File: config.mk
export PLATFORM = sky130hd
export DESIGN_NAME = exception_entry_and_status_restore
export DESIGN_NICKNAME = d
export VERILOG_FILES = /design/src/design/eesr_pkg.sv /design/src/design/eesr_cfg_regs.sv /design/src/design/eesr_entry_calc.sv /design/src/design/exception_entry_and_status_restore.sv
export VERILOG_INCLUDE_DIRS = /design/src /design/src/design
export SDC_FILE = /design/constraint.sdc
export NUM_CORES = 1
export LEC_CHECK = 0
export BUFFER_PORTS_ARGS = -buffer_cell sky130_fd_sc_hd__buf_2
export CAP_MARGIN = 5
export CORE_MARGIN = 8
export CORE_UTILIZATION = 43
export DETAILED_ROUTE_END_ITERATION = 7
export PLACE_DENSITY = 0.71
export SLEW_MARGIN = 20
export SYNTH_ARGS = -nofsm -noshare
export SYNTH_HDL_FRONTEND = slang
export SYNTH_HIERARCHICAL = 1
export SYNTH_SLANG_ARGS = --single-unit
export TNS_END_PERCENT = 30
File: constraint.sdc
create_clock -name i_clk -period 10.7 [get_ports i_clk]
set_input_delay 0 -clock i_clk [delete_from_list [all_inputs] [get_ports i_clk]]
set_output_delay 0 -clock i_clk [all_outputs]
set_load 0.05 [all_outputs]
File: src/design/exception_entry_and_status_restore_macros.svh
// assertion macros for the exception entry and status restore block
// used by the top level only, relies on nothing else
`ifndef EXCEPTION_ENTRY_AND_STATUS_RESTORE_MACROS_SVH
`define EXCEPTION_ENTRY_AND_STATUS_RESTORE_MACROS_SVH

// same-cycle implication, checked outside reset
`define EESR_ASSERT_NOW(label, clk, rst_n, ante, cons) \
    label: assert property (@(posedge clk) disable iff (!rst_n) (ante) |-> (cons)) \
        else $error("eesr assertion failed");

// next-cycle implication, checked outside reset
`define EESR_ASSERT_NEXT(label, clk, rst_n, ante, cons) \
    label: assert property (@(posedge clk) disable iff (!rst_n) (ante) |=> (cons)) \
        else $error("eesr assertion failed");

`endif

File: src/design/eesr_pkg.sv
// shared types and constants for the exception entry and status restore block
// no dependencies
`timescale 1ns / 1ps

package eesr_pkg;

    // levels 0..LEVEL_COUNT-1, banks for levels 1..3
    localparam int LEVEL_COUNT = 4;
    localparam int LEVEL_W     = 2;
    localparam int BANK_DEPTH  = 3;
    localparam int BANK_AW     = 2;
    localparam logic [LEVEL_W-1:0] MAX_LEVEL = LEVEL_W'(LEVEL_COUNT - 1);

    // configuration register indexes
    localparam int CFG_COUNT = 3;
    localparam int CFG_AW    = 2;
    localparam int CFG_DW    = 64;
    localparam logic [CFG_AW-1:0] CFG_VBASE_L1 = 2'd0;
    localparam logic [CFG_AW-1:0] CFG_VBASE_L2 = 2'd1;
    localparam logic [CFG_AW-1:0] CFG_VBASE_L3 = 2'd2;

    // request codes
    localparam logic OP_TAKE    = 1'b0;
    localparam logic OP_RESTORE = 1'b1;

    // vector offset is below 2^11, so it fills the cleared low bits of the base
    localparam int VEC_LOW_W = 11;

    localparam int IN_DATA_W  = 232;
    localparam int IN_USER_W  = 3;
    localparam int OUT_DATA_W = 112;
    localparam int OUT_USED_W = 109;

    // input word, members listed from the top bit down
    typedef struct packed {
        logic [31:0] status_word;
        logic [3:0]  current_masks;
        logic [3:0]  current_flags;
        logic [63:0] return_address;
        logic [63:0] fault_address;
        logic [63:0] syndrome;
    } t_in_data;

    typedef struct packed {
        logic [1:0] exception_kind;
        logic       op;
    } t_in_user;

    typedef struct packed {
        t_in_user user;
        t_in_data data;
    } t_in_item;

    // result word, members listed from the top bit down
    typedef struct packed {
        logic               level_changed;
        logic               clear_exclusive;
        logic [31:0]        packed_status;
        logic [3:0]         new_masks;
        logic [3:0]         new_flags;
        logic               new_stack_select;
        logic [LEVEL_W-1:0] new_level;
        logic [63:0]        vector_address;
    } t_result;

    // architectural level and stack select
    typedef struct packed {
        logic [LEVEL_W-1:0] level;
        logic               stack_select;
    } t_arch_state;

    // bank write request for one level slot
    typedef struct packed {
        logic               en;
        logic [BANK_AW-1:0] slot;
        logic [31:0]        status;
        logic [63:0]        link;
        logic [63:0]        syndrome;
        logic [63:0]        fault;
    } t_bank_wr;

    typedef struct packed {
        logic [CFG_COUNT-1:0][CFG_DW-1:0] base;
    } t_vec_bases;

endpackage

File: src/design/eesr_cfg_regs.sv
// vector base registers written through the plain configuration port
// depends on eesr_pkg
`timescale 1ns / 1ps

module eesr_cfg_regs (
    input  logic                       i_clk,
    input  logic                       i_rst_n,
    input  logic                       i_cfg_wr_en,
    input  logic [eesr_pkg::CFG_AW-1:0] i_cfg_addr,
    input  logic [eesr_pkg::CFG_DW-1:0] i_cfg_wr_data,
    output eesr_pkg::t_vec_bases       o_bases
);

    eesr_pkg::t_vec_bases r_bases;

    // register writes, an index past the list is dropped
    always_ff @(posedge i_clk) begin
        if (!i_rst_n) begin
            r_bases <= '0;
        end else if (i_cfg_wr_en) begin
            unique case (i_cfg_addr)
                eesr_pkg::CFG_VBASE_L1: r_bases.base[0] <= i_cfg_wr_data;
                eesr_pkg::CFG_VBASE_L2: r_bases.base[1] <= i_cfg_wr_data;
                eesr_pkg::CFG_VBASE_L3: r_bases.base[2] <= i_cfg_wr_data;
                default: ;
            endcase
        end
    end

    assign o_bases = r_bases;

endmodule

File: src/design/eesr_entry_calc.sv
// combinational take and restore logic: next level, status word, vector address
// depends on eesr_pkg
`timescale 1ns / 1ps

module eesr_entry_calc (
    input  eesr_pkg::t_in_item    i_item,
    input  eesr_pkg::t_arch_state i_state,
    input  eesr_pkg::t_vec_bases  i_bases,
    output eesr_pkg::t_arch_state o_next_state,
    output eesr_pkg::t_result     o_result,
    output eesr_pkg::t_bank_wr    o_bank_wr
);

    logic                             entry_from_l0;
    logic [eesr_pkg::LEVEL_W-1:0]     target;
    logic [31:0]                      packed_sw;
    logic [eesr_pkg::VEC_LOW_W-1:0]   vec_off;
    logic [63:0]                      base_sel;
    logic [eesr_pkg::LEVEL_W-1:0]     rst_level;

    // target level is max(1, current), so a lower entry means level 0
    assign entry_from_l0 = (i_state.level == '0);
    assign target        = entry_from_l0 ? eesr_pkg::LEVEL_W'(1) : i_state.level;

    // status word: NZCV at 31:28, DAIF at 9:6, level at 3:2, stack select at 0
    assign packed_sw = {i_item.data.current_flags, 18'd0, i_item.data.current_masks, 2'd0,
                        i_state.level, 1'b0, i_state.stack_select};

    // offset: lower 0x400, same level on SP_ELx 0x200, plus kind * 0x80
    assign vec_off = {entry_from_l0, ~entry_from_l0 & i_state.stack_select,
                      i_item.user.exception_kind, 7'd0};

    // base of the target level, target is never 0
    always_comb begin
        unique case (target)
            2'd1:    base_sel = i_bases.base[0];
            2'd2:    base_sel = i_bases.base[1];
            default: base_sel = i_bases.base[2];
        endcase
    end

    // restored level saturates at the top level
    assign rst_level = (i_item.data.status_word[3:2] > eesr_pkg::MAX_LEVEL) ?
                       eesr_pkg::MAX_LEVEL : i_item.data.status_word[3:2];

    always_comb begin
        o_bank_wr.slot     = eesr_pkg::BANK_AW'(target - eesr_pkg::LEVEL_W'(1));
        o_bank_wr.status   = packed_sw;
        o_bank_wr.link     = i_item.data.return_address;
        o_bank_wr.syndrome = i_item.data.syndrome;
        o_bank_wr.fault    = i_item.data.fault_address;
        unique case (i_item.user.op)
            eesr_pkg::OP_TAKE: begin
                o_bank_wr.en                = 1'b1;
                o_next_state.level          = target;
                o_next_state.stack_select   = 1'b1;
                o_result.vector_address     = {base_sel[63:eesr_pkg::VEC_LOW_W], vec_off};
                o_result.new_flags          = i_item.data.current_flags;
                o_result.new_masks          = 4'hf;
                o_result.packed_status      = packed_sw;
                o_result.clear_exclusive    = 1'b1;
            end
            default: begin
                o_bank_wr.en                = 1'b0;
                o_next_state.level          = rst_level;
                o_next_state.stack_select   = i_item.data.status_word[0];
                o_result.vector_address     = '0;
                o_result.new_flags          = i_item.data.status_word[31:28];
                o_result.new_masks          = i_item.data.status_word[9:6];
                o_result.packed_status      = '0;
                o_result.clear_exclusive    = 1'b0;
            end
        endcase
        o_result.new_level        = o_next_state.level;
        o_result.new_stack_select = o_next_state.stack_select;
        o_result.level_changed    = (o_next_state.level != i_state.level);
    end

endmodule

File: src/design/exception_entry_and_status_restore.sv
// Exception entry and status restore. Each word is a take or a restore request; one result word
// comes out per request, in order, through the input register and then the result register. One
// request is accepted every cycle while the output is not stalled: the current level and stack
// select are updated in the single compute stage between the input register and the result
// register, so the next request already sees them. The vector base registers are to be written
// by the user through the configuration port only while no request is in flight; the block
// itself does not enforce it. The saved status, link, syndrome and fault banks for levels 1..3
// are write-only here. Depends on eesr_pkg, eesr_cfg_regs, eesr_entry_calc and the macros header
`timescale 1ns / 1ps
`include "exception_entry_and_status_restore_macros.svh"

module exception_entry_and_status_restore (
    input  logic                             i_clk,
    input  logic                             i_rst_n,
    // request stream
    input  logic                             i_s_axis_tvalid,
    output logic                             o_s_axis_tready,
    // syndrome, fault_address, return_address, current_flags, current_masks, status_word
    input  logic [eesr_pkg::IN_DATA_W-1:0]   i_s_axis_tdata,
    // op, exception_kind
    input  logic [eesr_pkg::IN_USER_W-1:0]   i_s_axis_tuser,
    // result stream
    output logic                             o_m_axis_tvalid,
    input  logic                             i_m_axis_tready,
    // vector_address, new_level, new_stack_select, new_flags, new_masks, packed_status,
    // clear_exclusive, level_changed, zero fill
    output logic [eesr_pkg::OUT_DATA_W-1:0]  o_m_axis_tdata,
    // configuration writes
    input  logic                             i_cfg_wr_en,
    input  logic [eesr_pkg::CFG_AW-1:0]      i_cfg_addr,
    input  logic [eesr_pkg::CFG_DW-1:0]      i_cfg_wr_data
);

    eesr_pkg::t_vec_bases  bases;
    eesr_pkg::t_arch_state r_state;
    eesr_pkg::t_arch_state n_state;
    eesr_pkg::t_result     n_result;
    eesr_pkg::t_result     r_result;
    eesr_pkg::t_bank_wr    bank_wr;
    eesr_pkg::t_in_item    r_item;
    logic                  r_item_valid;
    logic                  r_result_valid;
    logic                  out_free;
    logic                  calc_fire;

    logic [31:0] r_saved_status [eesr_pkg::BANK_DEPTH];
    logic [63:0] r_saved_link   [eesr_pkg::BANK_DEPTH];
    logic [63:0] r_saved_syn    [eesr_pkg::BANK_DEPTH];
    logic [63:0] r_saved_fault  [eesr_pkg::BANK_DEPTH];

    eesr_cfg_regs u_cfg (
        .i_clk         (i_clk),
        .i_rst_n       (i_rst_n),
        .i_cfg_wr_en   (i_cfg_wr_en),
        .i_cfg_addr    (i_cfg_addr),
        .i_cfg_wr_data (i_cfg_wr_data),
        .o_bases       (bases)
    );

    // stage flow: result register frees up when empty or taken
    assign out_free        = !r_result_valid || i_m_axis_tready;
    assign calc_fire       = r_item_valid && out_free;
    assign o_s_axis_tready = !r_item_valid || out_free;

    // input register
    always_ff @(posedge i_clk) begin
        if (!i_rst_n) begin
            r_item_valid <= 1'b0;
        end else if (o_s_axis_tready) begin
            r_item_valid <= i_s_axis_tvalid;
        end
    end

    always_ff @(posedge i_clk) begin
        if (o_s_axis_tready && i_s_axis_tvalid) begin
            r_item.user <= eesr_pkg::t_in_user'(i_s_axis_tuser);
            r_item.data <= eesr_pkg::t_in_data'(i_s_axis_tdata);
        end
    end

    eesr_entry_calc u_calc (
        .i_item       (r_item),
        .i_state      (r_state),
        .i_bases      (bases),
        .o_next_state (n_state),
        .o_result     (n_result),
        .o_bank_wr    (bank_wr)
    );

    // level and stack select move with each computed word
    always_ff @(posedge i_clk) begin
        if (!i_rst_n) begin
            r_state <= '0;
        end else if (calc_fire) begin
            r_state <= n_state;
        end
    end

    // saved state banks, written on take
    always_ff @(posedge i_clk) begin
        if (calc_fire && bank_wr.en) begin
            r_saved_status[bank_wr.slot] <= bank_wr.status;
            r_saved_link[bank_wr.slot]   <= bank_wr.link;
            r_saved_syn[bank_wr.slot]    <= bank_wr.syndrome;
            r_saved_fault[bank_wr.slot]  <= bank_wr.fault;
        end
    end

    // result register
    always_ff @(posedge i_clk) begin
        if (!i_rst_n) begin
            r_result_valid <= 1'b0;
        end else if (out_free) begin
            r_result_valid <= r_item_valid;
        end
    end

    always_ff @(posedge i_clk) begin
        if (calc_fire) begin
            r_result <= n_result;
        end
    end

    assign o_m_axis_tvalid = r_result_valid;
    assign o_m_axis_tdata  = {(eesr_pkg::OUT_DATA_W - eesr_pkg::OUT_USED_W)'(0), r_result};

    // a take leaves the block at a nonzero level on SP_ELx
    `EESR_ASSERT_NEXT(a_take_state, i_clk, i_rst_n, calc_fire && (r_item.user.op == eesr_pkg::OP_TAKE), (r_state.level != '0) && r_state.stack_select)
    // a take result carries all masks set and the new stack select
    `EESR_ASSERT_NOW(a_take_result, i_clk, i_rst_n, r_result_valid && r_result.clear_exclusive, (r_result.new_masks == 4'hf) && r_result.new_stack_select && (r_result.new_level != '0))
    // a restore result carries no vector and no status word
    `EESR_ASSERT_NOW(a_restore_result, i_clk, i_rst_n, r_result_valid && !r_result.clear_exclusive, (r_result.vector_address == '0) && (r_result.packed_status == '0))
    // the level never goes past the top level
    `EESR_ASSERT_NOW(a_level_range, i_clk, i_rst_n, 1'b1, r_state.level <= eesr_pkg::MAX_LEVEL)

endmodule
# Word-level counts from Yosys, hierarchy flattened
# Index checks and enable logic that the tools add are counted.
[word_totals] latchBits=0 rom_bits=0 ram_bits=0 register_bits=349 input_bits=306 wordCells=46 mem_count=0
[classes] n_addsub=0 mul=0 order_cmp=1 n_eq_ne=5 n_mux=5 bitwise_logic=2 reduce_logical=11 shifts=0 div_mod_pow=0
[ops] cell="$pmux 64 s2" n=1
[ops] cell="$mux 41" n=1
[ops] cell="$reduce_and 2->1" n=3
[ops] cell="$eq 2x1->1 const B" n=2
[ops] cell="$eq 2x2->1 const B" n=2
[ops] cell="$logic_not 2->1" n=2
[ops] cell="$mux 2" n=2
[ops] cell="$mux 3" n=1
[ops] cell="$gt 2x2->1 const B" n=1
[ops] cell="$logic_and 1x1->1" n=2
[ops] cell="$logic_not 1->1" n=2
[ops] cell="$logic_or 1x1->1" n=2
[ops] cell="$ne 2x2->1" n=1
[ops] cell="$and 1x1->1" n=1
[ops] cell="$not 1->1" n=1

# Longest topological paths before layout
# Gate-level depths: netlist of run 1.
[depth] depth_word=4 mapped_depth=6

# By module
# Netlist of run 1, hierarchy kept.
[by_module_without_submodules] module="exception_entry_and_status_restore" cells_each=371 area_each_um2=10575.1 seq_area_each_um2=10430.0 n_inst=1
[by_module_without_submodules] module="eesr_cfg_regs" cells_each=692 area_each_um2=7174.4 seq_area_each_um2=3843.7 n_inst=1
[by_module_without_submodules] module="eesr_entry_calc" cells_each=480 area_each_um2=3718.6 seq_area_each_um2=0.0 n_inst=1

# Worst setup path after synthesis of run 1
# No wires, ideal clock.
[synth_timing] path_kind="register to register" startpoint="register r_result_valid, in the netlist o_m_axis_tvalid" endpoint="register, netlist name r_item[0]" stages_incl_launch_ff=4 arrival_time_ns=6.451 setup_slack_ns=3.625 path_buffers=0 cell_sequence="dfxtp_1 -> nor2b_4 -> nand2_1 -> and2_1"
[synth_lines] item="from (decl)" line_no="exception_entry_and_status_restore.sv:42" text="logic r_result_valid;"
[synth_lines] item="from (signal assigned)" line_no="exception_entry_and_status_restore.sv:114" text="r_result_valid <= r_item_valid;"

# Worst setup path after layout of run 1
[layout_timing] startpoint="register r_result_valid, in the netlist o_m_axis_tvalid" endpoint="register r_result (netlist bit o_m_axis_tdata[27]) (enable)"
[layout_between] elab_chain_len=3
[layout_rtl] item="$logic_not 1->1" line_no="exception_entry_and_status_restore.sv:61" text="assign out_free = !r_result_valid || i_m_axis_tready;"
[layout_rtl] item="$logic_or 1x1->1" line_no="exception_entry_and_status_restore.sv:61"
[layout_rtl] item="$logic_and 1x1->1" line_no="exception_entry_and_status_restore.sv:62" text="assign calc_fire = r_item_valid && out_free;"
[layout_rtl] item="to (signal assigned)" line_no="exception_entry_and_status_restore.sv:120" text="r_result <= n_result;"
[layout_rtl] item="to (decl)" line_no="exception_entry_and_status_restore.sv:38" text="eesr_pkg::t_result r_result;"
# Every way passes these cells.
# A chain may end at the register's enable or synchronous reset.

==> impl_results.md, run 1 <==
* Status: finished clean
* Via-per-instance ratio at 4.75
* Layout cells sized above 1 at between 20% and 30%
* Clock buffer depth at 3
* Setup CP Type: reg -> reg
* RSZ-0062 raised after global routing: no
* Met3 WL at around 1.8 mm
* PortBufs at 192
* Number of hold buffers added after cts at 78
* Max-slew violation count at 0
* Post-DP HPWL at between 15 and 20 mm
* Util after Layout at 53.4%
* DR WL met2 at ~12 mm
* Number of remaining DRC errors at 0
* Core area at 27900 sq um
* Hold Violations, Final at 0
* Fmax at between 400 and 500 MHz
* Maxcap violations at 0
* HP Class: in -> reg
* Fin crit share at 21.7%
* Fin crit period at about 2.3 ns
* Skew-Pair Late Insertion Delay at about 0.54 ns
* Grt total ovfl at 0
* First-pass GRT wire length at 41.8 mm
* Setup bufs post-CTS at 0
* IO Count at 420
* Met1 WL at 12.6 mm
* Setup TNS at 0 ns
* TritonCTS clock tree: built
* CTS clk-pin slew, worst paths at about 0.060 ns
* Wire per inst at 16.4 um
* CP Max Fanout at between 70 and 80
* Vias in the first global route at between 7000 and 8000
* Arr. time, crit path at 2.48 ns
* CTS resizes at 0
* Worst slack, placed at just over 8 ns
* Mapped Cells at slightly below 1000
* Iter 0 DRT Violations at a little over 300
* Syn Std Cell Area at ~12000 sq um
* Pwr/cell area at 179 nW/um^2
* Routed WL at ~27 mm
* DR top layer: met4
* Most frequent cells in the layout: nand2_1, mux2i_1, buf_2, dfxtp_1, edfxtp_1
* DRT Pass-1 Iters at 4
* Leakage at 6.08 nW
* Worst setup margin at approximately 8.4 ns
* Post-route ant nets at 0
* Syn. warnings at 6
* Req. time, crit path at between 10 and 15 ns
* Skew final at ~0.0094 ns
* CP startpoint kind: flop
* Syn-to-layout area delta at 21.6%
* Worst Max-Slew Pin Slew at ~1.1 ns
* Initial Utilization at a little over two fifths
* Most common cell after layout, fill and taps aside: nand2_1
* Rows at between 60 and 70
* CTS Buf Count at 31
* Die Y at ~180 um
* Initial antenna violation count at 1
* Die area at around 34000 sq um
* Die Wd at 185 um
* # setup viols final at 0
* Clock sinks at 295
* Largest net degree at the start of global routing at 122
* Final nets at approximately 1500
* Via count at about 7700
* FILL cells at between 2000 and 2500
* Total track usage at between 15 and 20%
* Syn_area_per_cell at between 10 and 15 sq um
* Gpl congestion at approximately 0.7
* H-tree depth at 1
* Worst vdd ir at around 140 uV
* Root buffer cell: clkbuf_16
* Slew margin rel. at approximately 27%
* Crit end category: flop
-- registers in the layout, summed over array words and instances (netlist names) --
name             flops
r_state              3
r_item_valid         1
r_item              22
o_m_axis_tvalid      1
u_cfg/o_bases      159
o_m_axis_tdata     109
-- per-stage QoR --
step / instances / hold slack, ns / cell area (sq um) / total power [mW]
floorplan: 1023 / 0.0989 / 12300 / 1.47
global placement: 1490 / 0.177 / 13000 / 1.52
detailed placement: 1490 / 0.178 / 13000 / 1.52
CTS: 1626 / 0.0138 / 14900 / 2.69
global route: 1627 / 0.0384 / 14900 / 2.76
finish: 1627 / 0.00792 / 14900 / 2.66
-- report_power, final --
group          switching (mW)  internal, mW  total, mW  leakage (nW)
Sequential             0.0252          1.23       1.25          2.57
Combinational           0.175        0.0881      0.264          2.96
Clock                   0.440         0.700       1.14         0.553
Total                   0.640          2.02       2.66          6.08
-- path summary, 6_finish.rpt --
path	from	to	slack (ns)	cells after the start
worst max-delay path	o_m_axis_tvalid$_SDFFE_PN0P_	o_m_axis_tdata[27]$_DFFE_PP_	8.38	4
worst min register to register	u_cfg/o_bases[17]$_SDFFE_PN0P_	u_cfg/o_bases[17]$_SDFFE_PN0P_	0.46	2
worst min-delay path	i_rst_n	u_cfg/o_bases[126]$_SDFFE_PN0P_	0.008	3
worst max register to register	o_m_axis_tvalid$_SDFFE_PN0P_	o_m_axis_tdata[27]$_DFFE_PP_	8.38	4
-- critical path, stage by stage (launching register included) --
cell	delay, ns
dfxtp_1	0.31
nor2b_4	0.14
nor2b_4	0.09
buf_4	0.44
buf_4	0.87
-- final cells by class --
cell class	instances	area (sq um)	area share [%]
multi-input cells	613	4230	28.4
well taps	378	473	3.18
inverters	2	7.51	0.0505
diodes	1	2.50	0.0168
clock buffers	39	877	5.90
clock inverters	19	233	1.57
repair buffers	280	1820	12.3
flip-flops and latches	295	7220	48.6
-- layer usage --
metal	vias to the layer above	track usage, %
met5	-	0
met4	0	3.74
met3	31	3.35
met2	207	24.5
met1	3676	20.2
li1	3812	-
Power figures use the tool's default switching activity.
==> inputs of run 2 (changes only) <==
clock period = 2.22 ns   (was 10.7 ns; I/O delays follow)
==> impl_results.md, run 2 (synthesized netlist as in run 1, its figures left out) <==
* Status: finished clean
* Number of remaining DRC errors at 0
* Final nets at approximately 1500
* Fin crit period at between 1.5 and 2 ns
* Via-per-instance ratio at roughly 4.8
* CP startpoint kind: flop
* Req. time, crit path at ~2.6 ns
* Worst slack, placed at 0.682 ns
* Grt total ovfl at 0
* Setup crit start: r_state[2]$_SDFFE_PN0P_
* Layout cells sized above 1 at between 20% and 30%
* Die Wd at about 180 um
* RSZ-0062 raised after global routing: no
* Gpl congestion at ~0.73
* Worst vdd ir at just over 700 uV
* Clock sinks at just under 300
* Arr. time, crit path at a little under 2 ns
* Slew margin rel. at 28.3%
* Largest net degree at the start of global routing at between 60 and 70
* Skew-Pair Late Insertion Delay at 0.54 ns
* Max-slew violation count at 0
* Reg-to-Reg Start: r_state[2]$_SDFFE_PN0P_
* Hold Violations, Final at 0
* Root buffer cell: clkbuf_16
* Routed WL at 27.0 mm
* Crit end category: flop
* FILL cells at between 2000 and 2500
* Total track usage at 15.4%
* Rows at 61
* Most frequent cells in the layout: nand2_1, mux2i_1, buf_2, dfxtp_1, edfxtp_1
* Max reg flops at around 160
* Most common cell after layout, fill and taps aside: nand2_1
* TritonCTS clock tree: built
* Pwr/cell area at ~840 nW/um^2
* Setup CP Type: reg -> reg
* PortBufs at about 190
* Hold_sp: i_cfg_addr[1]
* # setup viols final at 0
* Setup bufs post-CTS at 0
* Clock buffer depth at 3
* Fmax at ~640 MHz
* DRT Pass-1 Iters at 4
* Leakage at about 6.2 nW
* Area of the multi-input gates at about 4200 sq um
* Post-route ant nets at 0
* Iter 0 DRT Violations at 470
* Via count at ~8000
* Wire per inst at 16.5 um
* IO Count at 420
* Core area at approximately 28000 sq um
* Fin crit share at a little over two thirds
* Post-DP HPWL at between 15 and 20 mm
* First-pass GRT wire length at between 40 and 50 mm
* Vias in the first global route at approximately 8000
* H-tree depth at 1
* Storage cell area at 7220 sq um
* Worst Max-Slew Pin Slew at approximately 1.1 ns
* Worst setup margin at ~0.66 ns
* Initial antenna violation count at 1
* Util after Layout at 54.1%
* CTS Buf Count at 31
* CP Max Fanout at 35
* Die area at approximately 34000 sq um
* Initial Utilization at between 40% and 50%
* Maxcap violations at 0
* CTS clk-pin slew, worst paths at ~0.060 ns
* Die Y at 185 um
* HP Class: in -> reg
* Setup TNS at 0 ns
* Syn-to-layout area delta at 23.3%
* Skew final at between 0.007 and 0.008 ns
run 2: worst paths after layout:
check / to / slack (ns) / cells after the start
min reg2reg: u_cfg/o_bases[49]$_SDFFE_PN0P_ / 0.45 / 2
max: r_state[1]$_SDFFE_PN0P_ / 0.66 / 5
max reg2reg: r_state[1]$_SDFFE_PN0P_ / 0.66 / 5
min: u_cfg/o_bases[34]$_SDFFE_PN0P_ / 0.05 / 4
run 2: area by class of cell:
class | instances | share of cell area [%]
tap | 378 | 3.14
multi-input combinational | 613 | 28.0
clock buffer | 44 | 6.02
clock inverter | 13 | 1.12
antenna | 1 | 0.0166
inverter | 2 | 0.0498
sequential | 295 | 47.9
timing repair buffer | 295 | 13.7
run 2: timing repair:
| item | CTS | global route |
|---|---|---|
| hold endpoints to repair | 185 | 0 |
| gates resized for setup | 0 | 0 |
| hold buffers | 79 | 0 |
run 2: layer usage:
| metal | share of wire [%] | GRT usage (%) |
|---|---|---|
| met4 | 1.9 | 4.19 |
| met1 | 46 | 20.5 |
| met5 | 0 | 0 |
| met2 | 45 | 25.2 |
| met3 | 6.9 | 3.23 |
run 2: report_power, final:
group	total (mW)	leakage, nW	internal, mW	switching (mW)
combinational	1.34	3.07	0.461	0.878
clock	5.36	0.524	3.29	2.07
sequential	6.02	2.57	5.92	0.0986
run 2: worst max-delay path, stage by stage, from the launching register on:
cell and delay (ns):
dfxtp_4 0.70, buf_4 0.34, nor2b_1 0.16, a21oi_1 0.09, nand2_1 0.07, mux2i_1 0.07
run 2: through the flow:
stage                     cell area, sq um  total power, mW  cells  hold slack (ns)
after floorplan                      12300             7.10   1023           0.0989
after global placement               13200             7.35   1504            0.177
after detailed placement             13200             7.37   1504            0.179
after CTS                            15100             12.9   1640           0.0819
after global routing                 15100             13.2   1641           0.0494
final                                15100             12.7   1641           0.0473
==> inputs of run 3 (changes only) <==
ABC_AREA = 1   (was unset)
PLACE_DENSITY = 0.7   (was 0.71)
clock period = 1.59 ns   (was 2.22 ns; I/O delays follow)
==> impl_results.md, run 3 <==
* Util after Layout at about 54%
* CTS Buf Count at 34
* Setup bufs post-CTS at 0
* Number of hold buffers added after cts at 80
* Vias in the first global route at 10200
* Fin crit share at 92.3%
* Syn Std Cell Area at about 13000 sq um
* Crit end category: flop
* Core area at about 30000 sq um
* HP Class: in -> reg
* Largest net degree at the start of global routing at 107
* Dpl cell area at between 10000 and 15000 sq um
* Syn. warnings at 6
* # setup viols final at 0
* Pwr/cell area at around 1100 nW/um^2
* PortBufs at roughly 190
* Initial Utilization at between 40% and 50%
* Die Y at 190 um
* Design area at approximately 16000 sq um
* Mapped Cells at about 1600
* Die area at ~36000 sq um
* Status: finished clean
* Routed WL at roughly 33 mm
* Crit path to: o_m_axis_tdata[29]$_DFFE_PP_
* Skew final at approximately 0.014 ns
* Sum of buffers and inverters on the critical path at 3
* CTS clk-pin slew, worst paths at 0.06 ns
* IO Count at 420
* Worst Max-Slew Pin Slew at ~0.54 ns
* First-pass GRT wire length at around 53 mm
* Rows at between 60 and 70
* DRT Pass-1 Iters at 5
* Hold Violations, Final at 0
* Most common cell after layout, fill and taps aside: nand2_1
* Initial antenna violation count at 0
* Max reg flops at between 150 and 200
* Total track usage at between 15 and 20%
* Layout cells sized above 1 at 15.6%
* Setup TNS at 0 ns
* Post-route ant nets at 0
* Fin crit period at 1.47 ns
* Grt total ovfl at 0
* RSZ-0062 raised after global routing: no
* Worst vdd ir at around 860 uV
* TritonCTS clock tree: built
* Maxcap violations at 0
* Clock buffer depth at 3
* Ant. Diodes at 0
* CP Depth at 6
* Reg-to-reg slack, setup at approximately 0.12 ns
* Max-slew violation count at 0
* Hold_ws at 0.0460 ns
* R2R cell count at 6
* Fmax at 681 MHz
* Post-DP HPWL at ~20 mm
* Skew-Pair Late Insertion Delay at 0.50 ns
* Max incr delay on CP at 0.51 ns
* CTS resizes at 0
* Gpl congestion at between 0.7 and 0.8
* Reg-to-Reg Start: r_item[232]$_DFFE_PP_
* Iter 0 DRT Violations at 850
* Req. time, crit path at 1.83 ns
* Via-per-instance ratio at 4.65
* Worst path cell trace: inv_2 -> nand2_1 -> inv_2 -> buf_12 -> nand2_1 -> nand2_1
* Syn-to-layout area delta at 24.0%
* Via count at between 10000 and 15000
* CP startpoint kind: flop
* Wire per inst at roughly 14 um
* Setup crit start: r_item[232]$_DFFE_PP_
* Clock sinks at around 300
* Syn_area_per_cell at 7.88 sq um
* Arr. time, crit path at 1.71 ns
* Root buffer cell: clkbuf_16
* Worst path top cell family by delay: flip-flops
* FILL cells at ~2700
* Final nets at approximately 2200
* H-tree depth at 2
* Area of the multi-input gates at 4110 sq um
* Most used cell, CP: nand2_1
* Crit Reg-Reg Endpoint: o_m_axis_tdata[29]$_DFFE_PP_
* CP Max Fanout at 22
* Leakage at around 8 nW
* Number of remaining DRC errors at 0
* Die Wd at ~190 um
* Storage cell area at between 7000 and 8000 sq um
* Slew margin rel. at between 60 and 70%
* Most frequent cells in the layout: nand2_1, nor2_1, inv_1, buf_2, dfxtp_1
* Slowest cell on the critical path: edfxtp_1
* Setup CP Type: reg -> reg
==> run 3: cell count changes in the layout (fill, tap and decap cells not counted), sizes merged, moves of 8 or more <==
| cell | delta |
|---|---|
| inv | +237 |
| nor2 | +229 |
| mux2i | -215 |
| nand2 | +211 |
| nand3 | +156 |
| a21oi | +55 |
| a211oi | -53 |
| o21ai | +26 |
| nor2b | -17 |
| buf | +8 |
==> run 3: worst min path at each step <==
| stage | startpoint | to | slack, ns | cells after the start |
|---|---|---|---|---|
| 5_1_grt | i_cfg_addr[1] | u_cfg/o_bases[168]$_SDFFE_PN0P_ | 0.05 | 5 |
| 2_1_floorplan | i_s_axis_tdata[192] | r_item[192]$_DFFE_PP_ | 0.1 | 0 |
| 6_report | i_cfg_addr[1] | u_cfg/o_bases[168]$_SDFFE_PN0P_ | 0.05 | 4 |
| 3_3_place_gp | i_s_axis_tuser[0] | r_item[232]$_DFFE_PP_ | 0.18 | 1 |
| 4_1_cts | i_cfg_addr[1] | u_cfg/o_bases[168]$_SDFFE_PN0P_ | 0.02 | 4 |
| 3_5_place_dp | i_s_axis_tdata[196] | r_item[196]$_DFFE_PP_ | 0.18 | 1 |
==> run 3: metrics by stage <==
stage / instances / total power [mW] / setup WS [ns]
after floorplan: 1673 / 10.1 / -1.11
after global placement: 2144 / 10.5 / 0.170
after global routing: 2284 / 19.1 / 0.0334
after detailed placement: 2144 / 10.6 / 0.172
after CTS: 2284 / 18.5 / 0.122
final: 2284 / 18.3 / 0.122
==> run 3: cell type report <==
class,instances,area share (%)
flip-flops and latches,295,45.0
inverters,241,5.63
clock inverters,13,0.763
multi-input cells,994,25.6
clock buffers,47,6.18
repair buffers,304,13.8
well taps,390,3.04
==> run 3: per-layer routing <==
layer / track usage, % / share of wire (%) / vias up
met3: 4.12 / 7.6 / 42
met1: 23.7 / 45 / 4826
li1: - / - / 5394
met5: 0 / 0 / -
met4: 5.20 / 2.3 / 0
met2: 29.7 / 45 / 359
==> run 3: power by group <==
group | switching (mW) | internal [mW] | total, mW
logic | 1.44 | 0.682 | 2.12
clock network | 3.02 | 4.69 | 7.71
registers | 0.156 | 8.31 | 8.47
==> run 3: worst min-delay path, delay by kind of cell <==
family                 cells  cell delay, ns
and+or+nand+nor            3            0.36
buffers and inverters      1            0.14
